===== config.mk =====
export PLATFORM = sky130hd
export DESIGN_NAME = gsag_div
export DESIGN_NICKNAME = d
export VERILOG_FILES = /design/src/rtl/gsag_pkg.sv /design/src/rtl/gsag_div.sv
export SDC_FILE = /design/constraint.sdc
export NUM_CORES = 2
export LEC_CHECK = 0
export ABC_CLOCK_PERIOD_IN_PS = 8100
export BUFFER_PORTS_ARGS = -buffer_cell sky130_fd_sc_hd__buf_2
export CORE_AREA = 2 2 392 472
export CTS_CLUSTER_SIZE = 8
export DETAILED_ROUTE_END_ITERATION = 12
export DIE_AREA = 0 0 394 474
export HOLD_SLACK_MARGIN = 0.08
export PLACE_DENSITY = 0.84
export SLEW_MARGIN = 20
export SYNTH_ARGS = -nofsm -noshare
export SYNTH_HDL_FRONTEND = slang
export SYNTH_SLANG_ARGS = --single-unit

===== constraint.sdc =====
create_clock -name clock -period 8.1 [get_ports clock]
set_clock_uncertainty 0.05 [all_clocks]
set_input_delay 0.405 -clock clock [delete_from_list [all_inputs] [get_ports clock]]
set_output_delay 0.405 -clock clock [all_outputs]
set_load 0.005 [all_outputs]

===== src/rtl/gsag_pkg.sv =====
// Package for the gather source address generator: widths, codes, register map.
// No dependencies.
`timescale 1ns / 1ps
`default_nettype none
package gsag_pkg;
   localparam int TableDepthDefault = 1024;
   localparam int PosWidth  = 31;
   localparam int IdxWidth  = 64;
   localparam int SrcWidth  = 63;
   localparam int IbsWidth  = 40;
   localparam int QuoWidth  = 31;

   localparam logic OP_WRITE   = 1'b0;
   localparam logic OP_RESOLVE = 1'b1;

   localparam logic [1:0] ST_OK    = 2'd0;
   localparam logic [1:0] ST_RANGE = 2'd1;
   localparam logic [1:0] ST_SLOT  = 2'd2;

   localparam logic [2:0] REG_IBS    = 3'd0;
   localparam logic [2:0] REG_AXIS   = 3'd1;
   localparam logic [2:0] REG_OUTER  = 3'd2;
   localparam logic [2:0] REG_INNER  = 3'd3;
   localparam logic [2:0] REG_NARROW = 3'd4;

   // one restoring-division stage carried down the pipeline
   typedef struct packed {
      logic                valid;
      logic [PosWidth-1:0] rem;
      logic [QuoWidth-1:0] quo;
   } div_stage_type;
endpackage
`default_nettype wire


===== src/rtl/gsag_div.sv =====
// Pipelined restoring divider, one quotient bit per stage, 31-bit unsigned.
// Depends on gsag_pkg. One transfer per cycle.
`timescale 1ns / 1ps
`default_nettype none
module gsag_div
   import gsag_pkg::*;
#(
   parameter int SideWidth = 1
) (
   input  wire logic                 clock,
   input  wire logic                 reset,
   input  wire logic                 in_valid,
   input  wire logic [PosWidth-1:0]  in_num,
   input  wire logic [PosWidth-1:0]  in_den,
   input  wire logic [SideWidth-1:0] in_side,
   output logic                      out_valid,
   output logic [QuoWidth-1:0]       out_quo,
   output logic [PosWidth-1:0]       out_rem,
   output logic [SideWidth-1:0]      out_side
);
   logic [PosWidth-1:0]  den_ff  [PosWidth];
   logic [SideWidth-1:0] side_ff [PosWidth];
   div_stage_type        stg_ff  [PosWidth];
   logic [PosWidth-1:0]  num_ff  [PosWidth];

   always_ff @(posedge clock) begin
      for (int s = 0; s < PosWidth; s++) begin
         logic [PosWidth-1:0] r_prev, n_prev, d;
         logic [QuoWidth-1:0] q_prev;
         logic [PosWidth:0]   trial;
         if (s == 0) begin
            r_prev = '0;
            n_prev = in_num;
            q_prev = '0;
            d      = (in_den == '0) ? PosWidth'(1) : in_den;
         end else begin
            r_prev = stg_ff[s-1].rem;
            n_prev = num_ff[s-1];
            q_prev = stg_ff[s-1].quo;
            d      = den_ff[s-1];
         end
         trial = {r_prev, n_prev[PosWidth-1]};
         if (trial >= {1'b0, d}) begin
            stg_ff[s].rem <= PosWidth'(trial - {1'b0, d});
            stg_ff[s].quo <= {q_prev[QuoWidth-2:0], 1'b1};
         end else begin
            stg_ff[s].rem <= trial[PosWidth-1:0];
            stg_ff[s].quo <= {q_prev[QuoWidth-2:0], 1'b0};
         end
         num_ff[s]  <= {n_prev[PosWidth-2:0], 1'b0};
         den_ff[s]  <= d;
         side_ff[s] <= (s == 0) ? in_side : side_ff[s-1];
         if (reset) stg_ff[s].valid <= 1'b0;
         else stg_ff[s].valid <= (s == 0) ? in_valid : stg_ff[s-1].valid;
      end
   end

   assign out_valid = stg_ff[PosWidth-1].valid;
   assign out_quo   = stg_ff[PosWidth-1].quo;
   assign out_rem   = stg_ff[PosWidth-1].rem;
   assign out_side  = side_ff[PosWidth-1];
endmodule
`default_nettype wire


==> flow_summary.yaml <==
status:
  status: "finished clean"
placed_design:
  gp_congestion: 0.9422
  place_ws_ps: 3387
  port_buffers: 129
  place_hpwl_mm: 208.0
  dpl-instance-area_um2: 120600
global_route:
  overflow: 0
  grt_pass1_vias: 88310
  antenna_found_initial: 8
  grt_max_degree: 63
  grt_pass1_wl_mm: 453.5
  grt_use_total: 0.3000
routing:
  vias: 86430
  drt_iter0_markers: 5792
  antenna_left: 0
  wl_per_cell_um: 19.16
  dr.pass1.iters: 8
  wl_mm: 285.4
  drc: 0
  detail_route.vias_per_cell: 5.803
timing:
  fin_ws_ps: 3247
  finalCritPeriodShare: 0.5992
  hold_viol: 0
  post-route-min-period_ps: 4853
  slew_headroom: 0.2993
  worstMarginPinSlew_ps: 1050
  max_freq_mhz: 206.1
  slew_viol_final: 0
  setup_viol: 0
  setup_tns_ps: 0
  rsz0062_at_grt: "false"
run:
  cap_violations: 0
floorplan:
  ioPinCount: 130
  core_um2: 182300
  rows: 172
  fp.dieW_um: 394
  initial_core_util: 0.6457
  fp.dieH_um: 474
  die_area_um2: 186800
clock_tree:
  cts.path.max_buffers: 4
  cts_tree: "built"
  clockRootBuffer: "clkbuf_16"
  htree_levels: 5
  clock_latency_ps: 1010
  numCtsBuffers: 414
  clkTransAtPathRegs_ps: 50
  cts_setup_buffers: 0
  cts_sinks: 2914
synthesis:
  ys_types: 98
  synth.net_count: 13030
  yosys_warnings: 0
  ys_seq_elements: 2914
  async_reset_ff_frac: 0
  syn_area_um2: 117700
  synth_top_area_frac: 0.4957
  ys.flop_type: "dfxtp_1"
  syn-instance-count: 12000
  synth_top_area_cell: "dfxtp_1"
  yosysSeqAreaShare: 0.4957
  synthTopCellsByArea: "dfxtp_1, ha_1, a21oi_1"
  synth_area_per_cell_um2: 9.807
  synth_edf_count: 0
final_layout:
  fin_util: 0.7273
  nets: 13450
  final_common_cell: "dfxtp_1"
  syn2layout_area_growth_pct: 12.65
  drive_gt1_frac: 0.07823
  fin_area_um2: 132600
  final_cell_mix: "dfxtp_1, inv_1, a21oi_1"
  fillers: 12950
power:
  powerDensity_nw_per_um2: 296.5
  ir_worst_vdd_v: 0.0002371
  leakagePower_nw: 62.57
critical_path:
  crit_path_start_kind: "input pin"
  criticalPathCategory: "in2reg"
  crit_arrival_ps: 5690
  required_ps: 8930
  r2r_slack_ps: 3510
  path_max_fanout: 18
  crit_path_end_kind: "register"
hold_path:
  hold_path.class: "in2reg"
[routing by layer]
layer,vias to the layer above,share of wire,track usage
li1,42050,-,-
met1,40490,0.37,0.3162
met2,2829,0.52,0.5618
met3,1063,0.046,0.04293
met4,4,0.063,0.1828
met5,-,0.000088,0
[path summary, 6_finish.rpt]
check,depth (start not counted),start,endpoint
max,14,in_den[4],stg_ff[0][31]
min,2,in_num[8],num_ff[0][8]
max reg2reg,14,den_ff[0][372],stg_ff[13][60]
min reg2reg,0,side_ff[0][2],side_ff[0][3]
[Yosys cell counts (85+ instances only)]
master / instances
nor2_1: 700
ha_1: 932
o21bai_1: 121
o21a_1: 143
nor3_1: 118
nand4_1: 130
clkbuf_1: 209
xor2_1: 319
nor2b_1: 127
a21o_1: 470
nand2_1: 803
mux2_2: 275
nand3_1: 138
nand2b_1: 119
dfxtp_1: 2914
a21oi_1: 953
xnor2_1: 482
and3_1: 85
a31oi_1: 101
o21ai_0: 720
inv_1: 1168
[final cells by class]
class                   count  area, µm²  area share
flip-flops and latches   2914      58340      0.4400
multi-input cells        7647      54060      0.4078
clock buffers             419      10440     0.07877
inverters                1171       4395     0.03316
well taps                2436       3048     0.02299
repair buffers            277       2087     0.01574
clock inverters             9      152.6    0.001151
diodes                     21      52.55   0.0003964
[sequential cells by signal, summed over array words and instances (netlist names)]
name / flops
den_ff: 930
stg_ff: 1488
num_ff: 465
side_ff: 31
[critical path, stage by stage]
cell	delay, ps
dlygate4sd3_1	530
buf_2	120
nor4_1	510
nand4_1	190
nor2_1	810
nand2_1	530
nor2_1	310
or2_2	170
ha_1	150
clkinv_1	350
o21ai_2	730
nand2_1	160
o21ai_0	140
dlygate4sd3_1	570
[power breakdown]
part	leakage, nW	total (mW)	switching (mW)	internal (mW)
logic	33.1	8.27	4.68	3.59
clock network	5.21	14.6	5.61	8.97
registers	24.2	16.5	0.841	15.6
[metrics by stage]
stage	std cells	hold slack, ps	power (mW)
floorplan	12000	259.6	22.70
CTS	14870	141.8	39.45
finish	14890	185.6	39.31
detailed placement	14320	262.1	24.71
global route	14890	163.8	41.19
global placement	14320	259.8	24.45
[cells by family (layout without fill, tap and decap cells)]
kind of cell,after synthesis,after routing,synth area share
AO/OA/AOI/OAI,3101,3101,0.1663
flip-flops,2914,2914,0.4957
AND/OR/NAND/NOR,2482,2482,0.09898
buffers and inverters,1440,1876,0.04666
adder cells (fa/ha/maj),962,962,0.1042
XOR/XNOR,801,801,0.05961
multiplexers,301,301,0.02859
other,0,21,0
[timing repair]
action                    in CTS  in global routing
hold buffers                 124                  0
gates resized for setup        0                  0
hold endpoints to repair     124                  0
Note: power is estimated with default switching activity, not from simulation.
